===== src/sv/lobt_pkg.sv =====
// Shared types and codes for the limit order book table.
package lobt_pkg;

   localparam logic [1:0] ACT_INSERT = 2'd0;
   localparam logic [1:0] ACT_CANCEL = 2'd1;
   localparam logic [1:0] ACT_FILL   = 2'd2;
   localparam logic [1:0] ACT_QUERY  = 2'd3;

   localparam logic [2:0] STATUS_OK        = 3'd0;
   localparam logic [2:0] STATUS_NOT_FOUND = 3'd1;
   localparam logic [2:0] STATUS_DUP_ID    = 3'd2;
   localparam logic [2:0] STATUS_BAD_QTY   = 3'd3;
   localparam logic [2:0] STATUS_FULL      = 3'd4;

   typedef struct packed {
      logic [1:0]  action;
      logic [31:0] order_id;
      logic        side;
      logic [9:0]  price;
      logic [23:0] quantity;
      logic        qty_zero;
   } cmd_type;

   typedef struct packed {
      logic [2:0]  status;
      logic [9:0]  best_bid;
      logic        best_bid_valid;
      logic [9:0]  best_ask;
      logic        best_ask_valid;
      logic        crossed_book;
      logic [31:0] level_depth;
      logic [10:0] bid_level_count;
      logic [10:0] ask_level_count;
      logic [23:0] order_open_quantity;
   } rsp_type;

endpackage


===== src/sv/lobt_fifo.sv =====
// Two-entry command queue between the front and back stages.
module lobt_fifo (
   input  logic              clock,
   input  logic              reset,
   input  logic              in_valid,
   output logic              in_ready,
   input  lobt_pkg::cmd_type in_data,
   output logic              out_valid,
   input  logic              out_ready,
   output lobt_pkg::cmd_type out_data
);

   lobt_pkg::cmd_type mem_ff [2];
   logic              wr_ff, wr_in;
   logic              rd_ff, rd_in;
   logic [1:0]        cnt_ff, cnt_in;
   logic              push, pop;

   assign in_ready  = (cnt_ff != 2'd2);
   assign out_valid = (cnt_ff != 2'd0);
   assign out_data  = mem_ff[rd_ff];
   assign push      = in_valid && in_ready;
   assign pop       = out_valid && out_ready;

   always_comb begin
      wr_in  = push ? !wr_ff : wr_ff;
      rd_in  = pop ? !rd_ff : rd_ff;
      cnt_in = cnt_ff + {1'b0, push} - {1'b0, pop};
   end

   always_ff @(posedge clock) begin
      if (reset) begin
         wr_ff  <= 1'b0;
         rd_ff  <= 1'b0;
         cnt_ff <= 2'd0;
      end else begin
         wr_ff  <= wr_in;
         rd_ff  <= rd_in;
         cnt_ff <= cnt_in;
      end
      if (push) begin
         mem_ff[wr_ff] <= in_data;
      end
   end

endmodule


===== config.mk =====
export PLATFORM = sky130hd
export DESIGN_NAME = lobt_fifo
export DESIGN_NICKNAME = d
export VERILOG_FILES = /design/src/sv/lobt_pkg.sv /design/src/sv/lobt_fifo.sv
export SDC_FILE = /design/constraint.sdc
export NUM_CORES = 1
export LEC_CHECK = 0
export BUFFER_PORTS_ARGS = -buffer_cell sky130_fd_sc_hd__buf_2
export CELL_PAD_IN_SITES_DETAIL_PLACEMENT = 0
export CELL_PAD_IN_SITES_GLOBAL_PLACEMENT = 1
export CORE_MARGIN = 2
export CORE_UTILIZATION = 30
export DETAILED_ROUTE_END_ITERATION = 8
export HOLD_SLACK_MARGIN = 0.03
export PLACE_DENSITY = 0.68
export SYNTH_ARGS = -nofsm -noshare
export SYNTH_HDL_FRONTEND = slang
export SYNTH_SLANG_ARGS = --single-unit

===== constraint.sdc =====
create_clock -name clock -period 3.46 [get_ports clock]
set_input_delay 0.173 -clock clock [delete_from_list [all_inputs] [get_ports clock]]
set_output_delay 0.173 -clock clock [all_outputs]
set_load 0.01 [all_outputs]

# Yosys cells after proc, flatten, opt, wreduce, memory -nomap -nowiden
# Memory sizes are Yosys's and may differ from the RTL's. A register that Yosys moved wholly into a read port is not among the register bits.
# Index checks and enable logic that the tools add are counted.
# totals
in_bits,74
ram_bits,140
n_memories,1
word_cells,16
out_inout_bits,72
reg_bits,4
# memory_table
memory,words,width,rd,rd_ports_with_merged_regs,write_ports,line,text
mem_ff,2,70,1,1,1,lobt_fifo.sv:13,lobt_pkg::cmd_type mem_ff [2];
# op_classes
n_addsub,2
reduce_logical,5
mux,4
eq_ne,1
# op_table
cell,count
$mux 1,4
$add 2x1->2,1
$logic_and 1x1->1,2
$logic_not 1->1,2
$ne 2x2->1 const B,1
$reduce_bool 2->1,1
$sub 2x1->2,1

# Depth between registers and ports, before layout
# logic_depth
depth_word,4
depth_mapped,6
depth_no_buf,6

# Worst setup path before layout
# No wires, ideal clock.
# synth_path
path_type,reg-to-reg
start,reg cnt_ff[0]
end,mem mem_ff[0][0] (netlist bit) (enable)
t_arrival_ps,2099
setup_time_ps,424
required_ps,3036
slack_ps,937
stages_incl_launch_ff,4
cell_sequence,dfxtp_1 -> nand2b_1 -> nand3b_1 -> inv_1
# synth_between
elab_chain_len,4
# synth_lines
element,line,text
start: declaration,lobt_fifo.sv:16,"logic [1:0] cnt_ff, cnt_in;"
start signal: assignment,lobt_fifo.sv:39,cnt_ff <= cnt_in;
$ne 2x2->1,lobt_fifo.sv:19,assign in_ready = (cnt_ff != 2'd2);
net in_ready,lobt_fifo.sv:6,"output logic in_ready,"
$logic_and 1x1->1,lobt_fifo.sv:22,assign push = in_valid && in_ready;
$mux 1,lobt_fifo.sv:41,if (push) begin
$mux 1 (not written as such),lobt_fifo.sv:42,mem_ff[wr_ff] <= in_data;
end: declaration,lobt_fifo.sv:13,
# The timed path passes the listed nets, and every way through them passes these cells.

==> impl_metrics.csv <==
group,metric,value,unit
die,die_w,137.5,microns
setup_path,crit_path_cell_trace,"mux2_1 > buf_2",
global_routing,grt_pass1_vias,3195,
synthesis,yosysMostFrequentCell,"edfxtp_1",
timing,setup_tns,0,ns
timing,drv_slew,0,
global_routing,track_usage,0.1142,
hold_path,min_path_type,"in2reg",
final_layout,diodes,0,
placement,place_congestion,0.6934,
clock_network,htree_levels,4,
die,core_region_area,17360,sq um
clock_network,cts_sinks,145,
timing,post-route-min-period,2.181,ns
global_routing,gr-total-overflow,0,
global_routing,grt_pass1_wl,15840,microns
setup_path,critPathMaxFanout,70,
synthesis,synth.net_count,322,
synthesis,synthSimpleGateAreaFrac,0.01942,
die,row_count,48,
clock_network,postCtsSetupRepairBufs,0,
clock_network,cts_buffers,17,
synthesis,synth_area,5349,sq um
synthesis,synthAdderAreaFrac,0.002339,
power_and_ir_drop,peakVddDrop,0.0003548,V
die,start_util,0.3082,
clock_network,clk_path_buf_depth,2,
synthesis,yosys.area.top_type,"edfxtp_1",
setup_path,crit_required,3.29,ns
synthesis,synth-warning-count,0,
final_layout,drive_gt1_frac,0.3676,
synthesis,yosys.area_share.xor_xnor,0.001637,
synthesis,ys_types,25,
final_layout,nNetsFinal,550,
final_layout,stdcell_count,712,
job,maxCapViolations,0,
synthesis,yosys_register_bits,145,
synthesis,avgSynthCellArea,21.66,sq um
drt,antenna_left,0,
setup_path,end_kind,"output pin",
timing,hold_slack,0.1528,ns
timing,clock.fmax,458.5,MHz
final_layout,area_growth,42.69,%
synthesis,synth_ff_type,"edfxtp_1",
outcome,status,"finished clean",
clock_network,root_buffer,"clkbuf_16",
drt,vias,2991,
synthesis,synthMuxAreaShare,0.1474,
timing,setup_violations,0,
placement,dp_hpwl,6292,microns
timing,period_share,0.6304,
timing,rsz0062_at_grt,"no",
setup_path,path_buf_inv,1,
timing,fin_skew,0.004834,ns
synthesis,synthArstFlopShare,0,
power_and_ir_drop,p_leak,2.877,nW
power_and_ir_drop,powerDensity,653.9,nW/um^2
synthesis,yosys-top-cells-area,"edfxtp_1 79%, mux2_1 15%, dfxtp_1 1.9%",
setup_path,critPathSlowestCell,"dfxtp_4",
die,die_y,137.5,microns
drt,wl_per_cell,14.59,microns
setup_path,path_delay_family,"flip-flops",
final_layout,multi_input_area,960.9,sq um
setup_path,critPathKind,"reg2out",
timing,worst_slack,1.279,ns
placement,dp.cells,610,
timing,tightest_slew,1.059,ns
synthesis,synth.top_cells.by_count,"140 x edfxtp_1, 70 x mux2_1, 7 x buf_6",
clock_network,cts_tree,"yes",
synthesis,synth_top_area_frac,0.7860,
final_layout,seq_area,4308,sq um
placement,pre_cts_slack,1.417,ns
setup_path,cp.arrival,2.01,ns
clock_network,clock_latency,0.41,ns
clock_network,clk_pin_slew,0.06,ns
die,io_pins,146,
global_routing,antenna_found_initial,0,
power_and_ir_drop,power,0.004991,W
synthesis,synth-edff-count,140,
drt,drcViolationCount,0,
die,die_area,18910,sq um
drt,drt_pre_antenna_iters,4,
timing,slew_headroom,0.2943,
setup_path,start_kind,"flip-flop",
synthesis,syn_inst,247,
synthesis,synth_top_family_by_area,"multiplexers",
setup_path,slowest_delay,0.98,ns
drt,via_per_inst,4.201,
timing,hold_viol,0,
drt,drt_iter0_drc,121,
final_layout,fillers,1525,
synthesis,synth-seq-area-share,0.8047,
drt,finalWirelength,10390,microns
placement,port_buffers,145,
synthesis,synth_compound_area_frac,0.008187,
global_routing,grt_max_degree,71,
[where the power goes]
group	leakage (nW)	total (W)	switching, W	internal (W)
Sequential	1.35	0.00227	0.000133	0.00214
Combinational	1.22	0.000803	0.000394	0.000409
Clock	0.304	0.00192	0.000656	0.00126
Total	2.88	0.00499	0.00118	0.00381
[stage by stage]
stage	utilization	area, sq um
after global routing	0.4397	7632
final	0.4397	7632
after global placement	0.3630	6300
after floorplan	-	5349
after CTS	0.4397	7632
after detailed placement	0.3630	6300
[cells in the final DEF (no fill, tap or decap), drive strengths merged]
master	synthesis	routed
a21bo	1	1
buf	8	146
xor2	1	1
bufinv	0	5
clkinv	0	8
mux2	70	70
or2	1	1
nor2	4	4
nor2b	2	2
o21ai	2	2
clkbuf	0	18
dfxtp	5	5
nor4	1	1
inv	1	1
nand3b	1	1
a21oi	1	1
nor3	1	1
dlygate4sd3	0	71
edfxtp	140	140
nand3	1	1
nor4bb	1	1
nand2b	1	1
and3	2	2
o21ba	1	1
ha	1	1
o31a	1	1
[sequential cells by signal, indices dropped and copies added, names as in the netlist, named ones only]
name,flops
mem_ff,140
cnt_ff,2
rd_ff,1
wr_ff,1
[tightest hold or removal path: cells and delay by family]
kind,cells,cell delay (ns)
AO/OA/AOI/OAI,1,0.07
AND/OR/NAND/NOR,1,0.12
buffers and inverters,1,0.14
[cell type report]
type                            instances  share of cell area
Clock buffer                           18             0.05623
Clock inverter                         13             0.02525
Inverter                                1           0.0004918
Multi-Input combinational cell         93              0.1259
Sequential cell                       145              0.5644
Tap cell                              225             0.03689
Timing Repair Buffer                  217              0.1908
[worst paths after layout]
| kind | start | to | slack (ns) | depth (start not counted) |
|---|---|---|---|---|
| setup / recovery | flip-flop | out_data[8] | 1.28 | 2 |
| hold / removal | in_valid | wr_ff | 0.15 | 3 |
| setup reg to reg | cnt_ff[0] | mem_ff[0][59] | 1.47 | 4 |
| hold reg to reg | rd_ff | rd_ff | 0.51 | 2 |
[what timing repair did]
action / 4_1_cts / 5_1_grt
hold buffers: 71 / 0
endpoints found under the hold margin: 145 / 0
gates resized for setup: 0 / 0
[layer usage]
| layer | GRT usage | routed length [microns] |
|---|---|---|
| met5 | 0 | 0 |
| met4 | 0.05097 | 163 |
| met3 | 0.03753 | 510 |
| met2 | 0.2012 | 5411 |
| met1 | 0.1249 | 4300 |
[kinds of logic (layout without fill, tap and decap cells)]
group                    after synthesis  in the layout
adder cells (fa/ha/maj)                1              1
XOR/XNOR                               1              1
AO/OA/AOI/OAI                          6              6
buffers and inverters                  9            249
multiplexers                          70             70
AND/OR/NAND/NOR                       15             15
flip-flops                           145            145
(Power assumes the default switching activity.)
