<file path="config.mk">
export PLATFORM = sky130hd
export DESIGN_NAME = lobt_front
export DESIGN_NICKNAME = d
export VERILOG_FILES = /design/src/sv/lobt_pkg.sv /design/src/sv/lobt_front.sv
export SDC_FILE = /design/constraint.sdc
export NUM_CORES = 1
export LEC_CHECK = 0
export BUFFER_PORTS_ARGS = -buffer_cell sky130_fd_sc_hd__clkbuf_2
export CORE_ASPECT_RATIO = 0.5
export CORE_MARGIN = 8
export CORE_UTILIZATION = 31
export CTS_CLUSTER_DIAMETER = 40
export DETAILED_ROUTE_END_ITERATION = 10
export PLACE_DENSITY_LB_ADDON = 0.1
export SLEW_MARGIN = 20
export SYNTH_ARGS = -nofsm -noshare
export SYNTH_HDL_FRONTEND = slang
export SYNTH_SLANG_ARGS = --single-unit
</file>
<file path="constraint.sdc">
create_clock -name clock -period 3.5 [get_ports clock]
set_input_delay 0.7 -clock clock [delete_from_list [all_inputs] [get_ports clock]]
set_output_delay 0.7 -clock clock [all_outputs]
set_load 0.03 [all_outputs]
</file>
<file path="src/sv/lobt_pkg.sv">
// Shared types and codes for the limit order book table.
package lobt_pkg;

   localparam logic [1:0] ACT_INSERT = 2'd0;
   localparam logic [1:0] ACT_CANCEL = 2'd1;
   localparam logic [1:0] ACT_FILL   = 2'd2;
   localparam logic [1:0] ACT_QUERY  = 2'd3;

   localparam logic [2:0] STATUS_OK        = 3'd0;
   localparam logic [2:0] STATUS_NOT_FOUND = 3'd1;
   localparam logic [2:0] STATUS_DUP_ID    = 3'd2;
   localparam logic [2:0] STATUS_BAD_QTY   = 3'd3;
   localparam logic [2:0] STATUS_FULL      = 3'd4;

   typedef struct packed {
      logic [1:0]  action;
      logic [31:0] order_id;
      logic        side;
      logic [9:0]  price;
      logic [23:0] quantity;
      logic        qty_zero;
   } cmd_type;

   typedef struct packed {
      logic [2:0]  status;
      logic [9:0]  best_bid;
      logic        best_bid_valid;
      logic [9:0]  best_ask;
      logic        best_ask_valid;
      logic        crossed_book;
      logic [31:0] level_depth;
      logic [10:0] bid_level_count;
      logic [10:0] ask_level_count;
      logic [23:0] order_open_quantity;
   } rsp_type;

endpackage

</file>
<file path="src/sv/lobt_front.sv">
// Front stage: accept requests, clamp the price, classify and register the command.
module lobt_front #(
   parameter int PRICE_TICKS = 1024
) (
   input  logic              clock,
   input  logic              reset,
   input  logic              hold,
   input  logic              req_valid,
   output logic              req_ready,
   input  logic [1:0]        req_action,
   input  logic [31:0]       req_order_id,
   input  logic              req_side,
   input  logic [9:0]        req_price,
   input  logic [23:0]       req_quantity,
   output logic              cmd_valid,
   input  logic              cmd_ready,
   output lobt_pkg::cmd_type cmd
);

   logic              valid_ff, valid_in;
   lobt_pkg::cmd_type cmd_ff, cmd_in;
   logic [9:0]        price_clamped;

   always_comb begin
      if (32'(req_price) >= PRICE_TICKS) begin
         price_clamped = 10'(PRICE_TICKS - 1);
      end else begin
         price_clamped = req_price;
      end
   end

   assign req_ready = (!valid_ff || cmd_ready) && !hold;

   always_comb begin
      valid_in = valid_ff && !cmd_ready;
      cmd_in   = cmd_ff;
      if (req_valid && req_ready) begin
         valid_in        = 1'b1;
         cmd_in.action   = req_action;
         cmd_in.order_id = req_order_id;
         cmd_in.side     = req_side;
         cmd_in.price    = price_clamped;
         cmd_in.quantity = req_quantity;
         cmd_in.qty_zero = (req_quantity == 24'd0);
      end
   end

   always_ff @(posedge clock) begin
      if (reset) begin
         valid_ff <= 1'b0;
      end else begin
         valid_ff <= valid_in;
      end
      cmd_ff <= cmd_in;
   end

   assign cmd_valid = valid_ff;
   assign cmd       = cmd_ff;

endmodule

</file>
; ---- Word-level counts from Yosys, hierarchy flattened
; Cells that the tools add are included.
[totals]
register_bits = 71
out_inout_bits = 72
wordCells = 16
[classes]
n_reduce_logical = 8
muxes = 1
[op_table]
columns = operator, n
row1 = $logic_not 24->1, 1
row2 = $logic_and 1x1->1, 3
row3 = $logic_not 1->1, 3
row4 = $logic_or 1x1->1, 1
row5 = $mux 1, 1

; ---- Longest topological paths before layout
; Gate-level depths: netlist (run 1).
[depth]
depth_word = 5
ltp_mapped = 3
depth_no_buf = 3

; ---- Worst setup path after synthesis (run 1)
; OpenSTA, ideal clock, no wires.
[synth_path]
kind = input port to flip-flop
from = input cmd_ready
to = register cmd_ff (netlist bit cmd[0]), enable pin
slack_ps = 26
path_stages = 3
path_buffers = 0
t_arrival_ps = 3038
path_cell_list = nand2b_1 nor2b_1 and2_1
[synth_between]
elab_chain_cells = 3
[synth_lines]
columns = element, line
row1 = from (decl), lobt_front.sv:16  ; input logic cmd_ready,
row2 = $logic_or 1x1->1, lobt_front.sv:32  ; assign req_ready = (!valid_ff || cmd_ready) && !hold;
row3 = $logic_and 1x1->1, lobt_front.sv:32
row4 = named net req_ready, lobt_front.sv:9  ; output logic req_ready,
row5 = $logic_and 1x1->1, lobt_front.sv:37  ; if (req_valid && req_ready) begin
row6 = to (signal assigned), lobt_front.sv:54  ; cmd_ff <= cmd_in;
row7 = to (decl), lobt_front.sv:21  ; lobt_pkg::cmd_type cmd_ff, cmd_in;
; The timed path passes the listed nets, and every way through them passes these cells.
; A chain may end at the register's enable or synchronous reset.

; ---- Final worst setup path (run 1)
[layout_path]
from = input cmd_ready
to = register cmd_ff (netlist bit cmd[56]), enable pin
[layout_between]
elab_chain_cells = 3
[layout_lines]
columns = element, line
row1 = $logic_or 1x1->1, lobt_front.sv:32
row2 = $logic_and 1x1->1, lobt_front.sv:32
row3 = $logic_and 1x1->1, lobt_front.sv:37
; No other way between the ends.

==> results of run 1 <==
## cell families after synthesis
family	after synthesis	share of synthesized area, %
AOI/OAI and AO/OA	1	0.226
DFF	71	96.0
and+or+nand+nor	13	3.74
## metrics by stage
stage,setup slack (ns),total power [mW],cells,hold slack [ns],instance area (um2)
after global routing,1.31,2.03,339,0.524,3340
after detailed placement,1.11,1.18,323,0.492,3070
after floorplan,0.0263,1.10,85,0.604,2210
after CTS,1.45,1.98,339,0.502,3340
final,1.47,1.96,339,0.496,3340
after global placement,1.16,1.18,323,0.471,3070
## how the worst max path moves through the flow
stage	start	cells after the start	end	slack (ns)
3_5_place_dp	cmd_ready	5	cmd[60]	1.11
5_1_grt	cmd_ready	5	cmd[51]	1.31
6_report	cmd_ready	5	cmd[56]	1.47
3_3_place_gp	cmd_ready	5	cmd[60]	1.16
2_1_floorplan	cmd_ready	3	cmd[0]	0.03
4_1_cts	cmd_ready	5	cmd[56]	1.45
## power breakdown
part | total [mW] | internal, mW | switching [mW] | leakage, nW
Combinational | 0.172 | 0.0549 | 0.117 | 0.626
Clock | 0.796 | 0.474 | 0.322 | 0.124
Sequential | 0.988 | 0.979 | 0.00931 | 0.663
Total | 1.96 | 1.51 | 0.448 | 1.41
## cell usage after synthesis
master and n:
edfxtp_1 70, nand2_1 1, dfxtp_1 1, and2_1 1, nor2b_1 1, nand2b_1 2, nor4_1 5, nor4_2 1
nand4_1 1, a21oi_1 1, nor2_1 1
## sequential cells by signal, indices dropped and copies added (netlist names)
name / count
cmd: 70
cmd_valid: 1
## cell usage in the layout (no fill, tap or decap)
master | synthesis | layout
clkinvlp_4 | 0 | 3
nor4_1 | 5 | 5
clkbuf_1 | 0 | 1
nand2_1 | 1 | 1
nor4_2 | 1 | 1
clkbuf_2 | 0 | 145
buf_12 | 0 | 1
clkbuf_16 | 0 | 9
edfxtp_1 | 70 | 70
nor2b_1 | 1 | 1
dfxtp_1 | 1 | 1
nor2_1 | 1 | 1
nand4_1 | 1 | 1
nand2b_1 | 2 | 2
clkinv_2 | 0 | 3
and2_2 | 0 | 1
a21oi_1 | 1 | 1
## final cells by class
type / instances / area [um2]
clock inverter: 6 / 37.5
timing repair buffer: 146 / 746
clock buffer: 10 / 229
multi-input combinational: 14 / 88.8
sequential: 71 / 2120
tap: 92 / 115
fill: 608 / 3440
## layer usage
layer	wire length (um)	up-vias	global-route usage, %
li1	-	662	-
met1	1980	629	10.4
met2	2940	70	19.1
met3	573	8	5.46
met4	110	0	6.71
met5	0	-	0
## worst max-delay path: stages
cell and delay (ns):
clkbuf_2 0.07, nand2b_1 0.10, nor2b_1 0.16, and2_2 0.65
buf_12 0.32
==> results_dict.tcl, run 1 <==
set metrics [dict create \
    outcome "complete, no violations" \
    final-setup-viol-count 0 \
    avgSynthCellArea_um2 26.0 \
    rsz0062_at_grt "no" \
    pin_count 146 \
    cp_max_fo 40 \
    cts_tree "built" \
    fin_nets 316 \
    wl_mm 5.60 \
    yosys.area.top_type "edfxtp_1" \
    start_kind "input port" \
    clock-sinks 71 \
    clk_latency_ns 0.33 \
    drv_cap 0 \
    post_cts_buffers 0 \
    clk_pin_slew_ns 0.05 \
    ir_worst_vdd_uv 282 \
    cp-end-kind "register" \
    synth-seq-cells 71 \
    drc_errors 0 \
    dpl.hpwl_mm 4.48 \
    die_w_um 135 \
    antenna_left 0 \
    finalWorstPathRequiredPeriod_ns 2.03 \
    worstPathRequired_ns 3.51 \
    insertedDiodeCount 0 \
    ctsLongestPathBuffers 2 \
    die_h_um 75.7 \
    cts_resized 0 \
    area_growth_pct 51.1 \
    port_buffers 145 \
    synthTopCellsByArea "edfxtp_1 95%, nor4_1 1.4%, dfxtp_1 0.91%" \
    wl_per_cell_um 16.5 \
    vias 1369 \
    first_pass_iters 4 \
    worst-r2r-setup-slack_ns 1.64 \
    rr_worst_depth 4 \
    tightest_slew_ns 0.747 \
    synth_top_area_share_pct 95.1 \
    drtIter0Drc 68 \
    hold_violations 0 \
    fin_skew_ns 0.00592 \
    start_util_pct 32.6 \
    htree_num_levels 3 \
    cp.arrival_ns 2.04 \
    hold_end "cmd_valid" \
    rows 21 \
    dieArea_um2 10200 \
    cellLeakagePower_nw 1.41 \
    grt_max_degree 41 \
    antenna_found_initial 0 \
    drive_gt1_share_pct 66.0 \
    netlist_area_um2 2210 \
    via_per_inst 4.04 \
    syn_nets 159 \
    final_util_pct 49.2 \
    grt_pass1_vias 1585 \
    path_class "in2reg" \
    maxSlewHeadroom_pct 50.2 \
    synth-seq-area-share_pct 96.0 \
    yosys_warnings 0 \
    rr_endpoint "cmd[56]" \
    p_per_area_nw_per_um2 586 \
    core_um2 6780 \
    gp_congestion 0.674 \
    synth_cell_types 11 \
    groute.usage.overall_pct 10.9 \
    fin_crit_sh_pct 57.9 \
    fmax_mhz 493 \
    drv_slew 0 \
    hold_path_depth 2 \
    hp-start "cmd_valid" \
    finalSetupTns_ns 0 \
    overflow 0 \
    grt_pass1_wl_mm 8.16 \
    hp-class "reg2reg" \
    cts_hold_buf 0 \
    postSynthCellCount 85 \
    r2r-start "cmd_valid" \
    root_buffer "clkbuf_16" \
    cts_made_buffers 9 \
]
(Power assumes the default switching activity.)
==> inputs of run 2 (changes only) <==
==> constraint.sdc (replaced) <==
create_clock -name clock -period 1.72 [get_ports clock]
set_input_delay 0.344 -clock clock [delete_from_list [all_inputs] [get_ports clock]]
set_output_delay 0.344 -clock clock [all_outputs]
set_load 0.03 [all_outputs]
==> results_dict.tcl, run 2 (same netlist as run 1, synthesis figures left out) <==
set metrics [dict create \
    ir_worst_vdd_uv 456 \
    area_growth_pct 56.9 \
    overflow 0 \
    tightest_slew_ns 0.334 \
    drive_gt1_share_pct 66.5 \
    groute.usage.overall_pct 10.8 \
    dp_cells 324 \
    root_buffer "clkbuf_16" \
    dpl.hpwl_mm 4.57 \
    p_switching_mw 0.882 \
    cp_max_fo 2 \
    clk_pin_slew_ns 0.05 \
    drv_slew 0 \
    first_pass_iters 4 \
    core_um2 6780 \
    fin_cells 340 \
    port_buffers 145 \
    grt_pass1_wl_mm 7.94 \
    post_cts_buffers 0 \
    htree_num_levels 3 \
    pin_count 146 \
    cts_hold_buf 0 \
    drtIter0Drc 62 \
    finalWorstPathRequiredPeriod_ns 1.43 \
    cts_resized 0 \
    p_per_area_nw_per_um2 1320 \
    maxSlewHeadroom_pct 77.5 \
    start_kind "register" \
    fmax_mhz 699 \
    fin_crit_sh_pct 83.2 \
    start_util_pct 32.6 \
    insertedDiodeCount 0 \
    placed_area_um2 3100 \
    antenna_left 0 \
    clock-sinks 71 \
    cts_tree "built" \
    cts_made_buffers 9 \
    internal_power_mw 3.68 \
    die_w_um 135 \
    final_util_pct 51.1 \
    gp_congestion 0.703 \
    outcome "complete, no violations" \
    max_stage_delay_ns 0.34 \
    fin_skew_ns 0.00439 \
    ctsLongestPathBuffers 2 \
    post-route-cell-area_um2 3470 \
    path_class "reg2out" \
    finalSetupTns_ns 0 \
    final-setup-viol-count 0 \
    finalPower_mw 4.56 \
    p_comb_share_pct 7.9 \
    fillCellCount 619 \
    wl_per_cell_um 16.3 \
    drv_cap 0 \
    wl_mm 5.53 \
    clk_latency_ns 0.32 \
    die_h_um 75.7 \
    final_common_cell "clkbuf_2" \
    mostFrequentLayoutCells "145 x clkbuf_2, 70 x edfxtp_1, 9 x clkbuf_16" \
    via_per_inst 4.00 \
    hp-class "in2reg" \
    clkPwrFrac_pct 48.0 \
    rsz0062_at_grt "no" \
    grt_max_degree 35 \
    vias 1360 \
    cp-end-kind "primary output" \
    switching_share_pct 19.3 \
    cp.arrival_ns 1.09 \
    drc_errors 0 \
    worstPathRequired_ns 1.38 \
    power_frac_seq_pct 44.1 \
    rows 21 \
    antenna_found_initial 0 \
    largest_reg_flops 70 \
    crit_chain "nand2b_1 > nor2b_4 > clkbuf_2" \
    slowest_stage "dfxtp_4" \
    dieArea_um2 10200 \
    fin_nets 317 \
    grt_pass1_vias 1525 \
    hold_violations 0 \
    worst-r2r-setup-slack_ns 0.40 \
    cellLeakagePower_nw 1.48 \
]
-- run 2: cell count changes in the layout (fill, tap and decap cells not counted), sizes merged --
cell | before | now
clkinv | 3 | 0
clkinvlp | 3 | 0
buf | 1 | 2
inv | 0 | 1
bufinv | 0 | 4
clkbuf | 155 | 156
-- run 2: area by class of cell --
cell class	count	area, um2	share of cell area [%]
Timing Repair Buffer	147	766	22.1
Sequential cell	71	2130	61.3
Clock inverter	5	129	3.72
Clock buffer	11	233	6.71
Tap cell	92	115	3.32
Multi-Input combinational cell	14	97.6	2.82
-- run 2: worst paths after layout --
| check | startpoint | to | depth (start not counted) |
|---|---|---|---|
| hold / removal | reset | cmd_valid | 2 |
| setup reg to reg | cmd_valid | cmd[58] | 4 |
| setup / recovery | cmd_valid | req_ready | 3 |
| hold reg to reg | cmd_valid | cmd_valid | 2 |
-- run 2: layer usage --
metal / vias to the layer above / part of all wire, % / track usage [%]
met2: 72 / 54 / 19.5
met4: 0 / 1.2 / 5.12
met5: - / 0 / 0
li1: 670 / - / -
met3: 4 / 12 / 6.38
met1: 614 / 33 / 9.69
-- run 2: power by group through the flow --
| stage | sequential (mW) | combinational, mW | clock [mW] |
|---|---|---|---|
| floorplan | 2.19 | 0.0372 | 0 |
| global placement | 2.04 | 0.364 | 0 |
| detailed placement | 2.05 | 0.366 | 0 |
| CTS | 2.01 | 0.367 | 2.25 |
| global route | 2.02 | 0.384 | 2.32 |
| finish | 2.01 | 0.358 | 2.19 |
-- run 2: worst max-delay path, delay by kind of cell (launching register included) --
kind	cells	cell delay [ns]
flops	1	0.34
simple gates	2	0.22
buf+inv	1	0.20
-- run 2: per-stage QoR --
stage | worst slack (ns) | hold slack, ns
2_1_floorplan | 0.00141 | 0.403
3_3_place_gp | 0.300 | 0.492
3_5_place_dp | 0.279 | 0.509
4_1_cts | 0.262 | 0.161
5_1_grt | 0.236 | 0.170
6_report | 0.289 | 0.171
